$ cat config.mk
export PLATFORM = sky130hd
export DESIGN_NAME = ptcp_region
export DESIGN_NICKNAME = d
export VERILOG_FILES = /design/src/sv/ptcp_region.sv
export SDC_FILE = /design/constraint.sdc
export NUM_CORES = 2
export LEC_CHECK = 0
export BUFFER_PORTS_ARGS = -buffer_cell sky130_fd_sc_hd__clkbuf_2
export CAP_MARGIN = 20
export CORE_AREA = 2 2 462 464
export DETAILED_ROUTE_END_ITERATION = 6
export DIE_AREA = 0 0 464 466
export PLACE_DENSITY = 0.6
export SKIP_CTS_REPAIR_TIMING = 1
export SLEW_MARGIN = 20
export SYNTH_ARGS = -nofsm -noshare
export SYNTH_HDL_FRONTEND = slang
export SYNTH_SLANG_ARGS = --single-unit
$ cat constraint.sdc
create_clock -name clk_i -period 13.8 [get_ports clk_i]
set_clock_uncertainty 0.1 [all_clocks]
set_input_delay 2.76 -clock clk_i [delete_from_list [all_inputs] [get_ports clk_i]]
set_output_delay 2.76 -clock clk_i [all_outputs]
set_load 0.02 [all_outputs]
$ cat src/sv/ptcp_region.sv
// ----------------------------------------------------------------------------
// ptcp_region: region classification and parameter clamp
// Picks one of four regions, then clamps the edge parameter to [0,1].
// ----------------------------------------------------------------------------
module ptcp_region #(
  parameter int DOTW = 68,
  parameter int WIDE = 138
) (
  input  logic                   clk_i,
  input  logic signed [DOTW-1:0] a_i,
  input  logic signed [DOTW-1:0] b_i,
  input  logic signed [DOTW-1:0] c_i,
  input  logic signed [DOTW-1:0] d_i,
  input  logic signed [DOTW-1:0] e_i,
  input  logic signed [WIDE-1:0] det_i,
  input  logic signed [WIDE-1:0] s_i,
  input  logic signed [WIDE-1:0] t_i,
  output logic signed [WIDE-1:0] sn_o,
  output logic signed [WIDE-1:0] tn_o,
  output logic signed [WIDE-1:0] den_o,
  output logic                   deg_o
);

  typedef enum logic [1:0] {
    REGION_FACE,
    REGION_S_EDGE,
    REGION_T_EDGE,
    REGION_FAR
  } region_e;

  logic signed [WIDE-1:0] ax, bx, cx, dx, ex;
  logic signed [WIDE-1:0] sumq, tmp1, numer, denom, st, ad, be;
  region_e                region_d, region_q;
  logic signed [WIDE-1:0] num_d, num_q, den_d, den_q, t_q;

  assign ax    = WIDE'(a_i);
  assign bx    = WIDE'(b_i);
  assign cx    = WIDE'(c_i);
  assign dx    = WIDE'(d_i);
  assign ex    = WIDE'(e_i);
  assign sumq  = bx + dx;
  assign tmp1  = cx + ex;
  assign numer = tmp1 - sumq;
  assign denom = ax - (bx <<< 1) + cx;
  assign st    = s_i + t_i;
  assign ad    = ax + dx;
  assign be    = bx + ex;

  always_comb begin
    priority if (st < det_i) begin
      priority if (s_i[WIDE-1]) begin
        region_d = (t_i[WIDE-1] && d_i[DOTW-1]) ? REGION_S_EDGE : REGION_T_EDGE;
      end else if (t_i[WIDE-1]) begin
        region_d = REGION_S_EDGE;
      end else begin
        region_d = REGION_FACE;
      end
    end else if (s_i[WIDE-1]) begin
      region_d = (tmp1 > sumq) ? REGION_FAR : REGION_T_EDGE;
    end else if (t_i[WIDE-1]) begin
      region_d = (ad > be) ? REGION_FAR : REGION_S_EDGE;
    end else begin
      region_d = REGION_FAR;
    end
  end

  always_comb begin
    unique case (region_d)
      REGION_FACE: begin
        num_d = s_i;
        den_d = det_i;
      end
      REGION_S_EDGE: begin
        num_d = -dx;
        den_d = ax;
      end
      REGION_T_EDGE: begin
        num_d = -ex;
        den_d = cx;
      end
      default: begin
        num_d = numer;
        den_d = denom;
      end
    endcase
  end

  always_ff @(posedge clk_i) begin
    region_q <= region_d;
    num_q    <= num_d;
    den_q    <= den_d;
    t_q      <= t_i;
  end

  logic                   dz;
  logic signed [WIDE-1:0] pn, pd;
  logic signed [WIDE-1:0] sn_d, tn_d, dn_d;
  logic                   dg_d;

  assign dz = (den_q == '0);

  always_comb begin
    priority if (dz) begin
      pn = '0;
      pd = WIDE'(1);
    end else if (num_q <= 0) begin
      pn = '0;
      pd = WIDE'(1);
    end else if (num_q >= den_q) begin
      pn = WIDE'(1);
      pd = WIDE'(1);
    end else begin
      pn = num_q;
      pd = den_q;
    end
  end

  always_comb begin
    unique case (region_q)
      REGION_FACE: begin
        sn_d = num_q;
        tn_d = t_q;
        dn_d = den_q;
        dg_d = 1'b0;
      end
      REGION_S_EDGE: begin
        sn_d = pn;
        tn_d = '0;
        dn_d = pd;
        dg_d = dz;
      end
      REGION_T_EDGE: begin
        sn_d = '0;
        tn_d = pn;
        dn_d = pd;
        dg_d = dz;
      end
      default: begin
        sn_d = pn;
        tn_d = pd - pn;
        dn_d = pd;
        dg_d = dz;
      end
    endcase
  end

  always_ff @(posedge clk_i) begin
    sn_o  <= sn_d;
    tn_o  <= tn_d;
    den_o <= dn_d;
    deg_o <= dg_d;
  end

endmodule

==> flow_metrics.py <==
metrics = {
    "layout": {
        "final_common_cell": "clkbuf_2",
        "utilization": 0.431,
        "layout-drive-gt1-share": 0.141,
        "fin_nets": 13100,
        "final_cell_mix": "clkbuf_2 (1,169), ha_1 (1,019), a21oi_1 (996)",
        "fin_area_um2": 91000,
        "final_cells": 14200,
        "area_growth_syn_to_layout_pct": 16.0,
    },
    "place": {
        "placed_cells": 14000,
        "placed_area_um2": 87800,
        "dp_hpwl_um": 372000,
        "place_congestion": 1.04,
        "io_buffer_count": 1169,
    },
    "job": {
        "cap_violations": 0,
    },
    "routing": {
        "vias": 84900,
        "wirelength_um": 431000,
        "wl_per_cell_um": 30.3,
        "drtIter0Drc": 9034,
        "viasPerCell": 5.96,
        "drc": 13,
        "dr.pass1.iters": 7,
        "ant_nets": 0,
    },
    "synthesis": {
        "async_reset_ff_frac": 0,
        "syn-cell-area_um2": 78400,
        "synth_fp_nets": 12100,
        "synth_top_area_frac": 0.212,
        "synth_seq_area_share": 0.212,
        "avgSynthCellArea_um2": 7.63,
        "synth_cell_types": 110,
        "synth_edf_count": 0,
        "ys.flop_type": "dfxtp_1",
        "synth_cells": 10300,
        "ys_warn_count": 0,
        "synth_area_leaders": "dfxtp_1 (21%), ha_1 (16%), a21oi_1 (6.4%)",
        "synth_top_cell_by_area": "dfxtp_1",
        "yosys_register_bits": 831,
    },
    "worst_setup_path": {
        "worstSetupPathType": "in2reg",
        "reg2reg_from": "den_q[64]",
        "r2r_end": "tn_o[94]",
        "crit_path_start": "t_i[0]",
        "slowest_stage": "nor4b_2",
        "path_buf_inv": 8,
        "start_kind": "input pin",
        "crit_family": "compound AO/OA/AOI/OAI gates",
        "crit_arrival_ns": 13.52,
        "critPathMaxFanout": 24,
        "required_ns": 14.38,
        "cp-end-kind": "register",
        "cpMostUsedCell": "o21ai_0",
        "r2r_cells": 31,
        "critPathMaxStageDelay_ns": 0.78,
        "reg2reg_slack_ns": 2.78,
    },
    "clock_tree": {
        "cts_buffer_depth": 3,
        "clock_sinks": 831,
        "clkLatencyLatePin_ns": 0.76,
        "cts.htree.levels": 3,
        "numCtsBuffers": 86,
        "cts.clk_slew.worst_paths_ns": 0.06,
        "cts_root_buffer": "clkbuf_16",
        "cts_tree": "yes",
    },
    "sta": {
        "worst_slew_pin_slew_ns": 1.28,
        "fmax_mhz": 77.2,
        "rsz0062_at_grt": "no",
        "fin_crit_sh": 0.938,
        "relSlewSlack": 0.137,
        "hold_viol_final": 0,
        "finalSetupViolations": 0,
        "fin_crit_ns": 12.95,
        "report.final.slew_viol_count": 0,
    },
    "min_path": {
        "hold_depth": 1,
        "hold_path.class": "reg2reg",
        "worstHoldStart": "t_q[32]",
        "whs_endpoint": "tn_o[32]",
    },
    "floorplanning": {
        "die_x_um": 464,
        "io-pin-count": 1170,
        "initial_core_util": 0.371,
        "chipHeight_um": 466,
        "rows": 169,
        "dieArea_um2": 216000,
        "core_um2": 211000,
    },
    "global_routing": {
        "grt_overflow": 0,
        "grt_start_max_net_pins": 86,
        "grt_usage": 0.379,
        "antenna_found_initial": 93,
        "grt_pass1_wl_um": 591000,
        "grt_pass1_vias": 80700,
    },
    "outcome": {
        "status": "complete, but fails checks",
        "violations": "design-rule violations",
    },
}
-- cell usage after synthesis (254+ instances only) --
| library cell | count |
|---|---|
| a21o_1 | 597 |
| a21oi_1 | 996 |
| clkbuf_1 | 360 |
| dfxtp_1 | 831 |
| ha_1 | 1019 |
| inv_1 | 807 |
| nand2_1 | 935 |
| nand4_1 | 254 |
| nor2_1 | 875 |
| o21ai_0 | 580 |
| xnor2_1 | 458 |
| xor2_1 | 286 |
-- routing by layer --
layer / GRT usage / up-vias / wire length [um]
li1: - / 38700 / -
met1: 0.502 / 40800 / 182000
met2: 0.573 / 4499 / 181000
met3: 0.0607 / 807 / 36900
met4: 0.234 / 10 / 31100
met5: 0 / - / 69
-- registers in the layout (all words and copies together), names as in the netlist --
name      cells
deg_o         1
den_o       138
den_q       138
num_q       138
region_q      2
sn_o        138
t_q         138
tn_o        138
-- worst max path at each step --
stage	to	slack, ns	cells past startpoint
3_3_place_gp	den_q[136]	-0.07	47
2_1_floorplan	den_q[55]	2.73	44
5_1_grt	den_q[136]	0.35	43
6_report	den_q[133]	0.85	47
4_1_cts	den_q[136]	1.09	44
3_5_place_dp	den_q[135]	0.39	44
-- cell families after synthesis --
kind of cell	share of synthesized area
compound gates	0.258
xor+xnor	0.0831
fa+ha+maj	0.182
buf+inv	0.0592
flops	0.212
mux	0.0136
simple gates	0.192
-- stage by stage --
| stage | hold WS (ns) | setup TNS [ns] | setup slack (ns) |
|---|---|---|---|
| floorplan | 0.292 | 0 | 2.73 |
| global placement | 0.315 | -1.78 | -0.0677 |
| detailed placement | 0.327 | 0 | 0.392 |
| CTS | 0.346 | 0 | 1.09 |
| global route | 0.360 | 0 | 0.347 |
| finish | 0.349 | 0 | 0.853 |
-- area by class of cell --
class,count,area [um2]
repair buffers,1319,7210
fillers,21700,120000
well taps,2821,3530
flip-flops and latches,831,16600
clock buffers,107,2330
diodes,61,153
inverters,811,3050
clock inverters,55,768
multi-input cells,8222,57300
-- worst reg2reg max path: cells and delay by family, from the launching register on --
kind / cells / cell delay [ns]
compound gates: 15 / 4.50
flops: 1 / 0.91
xor+xnor: 1 / 0.12
buf+inv: 3 / 0.86
simple gates: 10 / 3.55
fa+ha+maj: 2 / 0.78
Power is not shown: default switching activity piles up to over one toggle a cycle in this logic, so the estimate is an artifact.
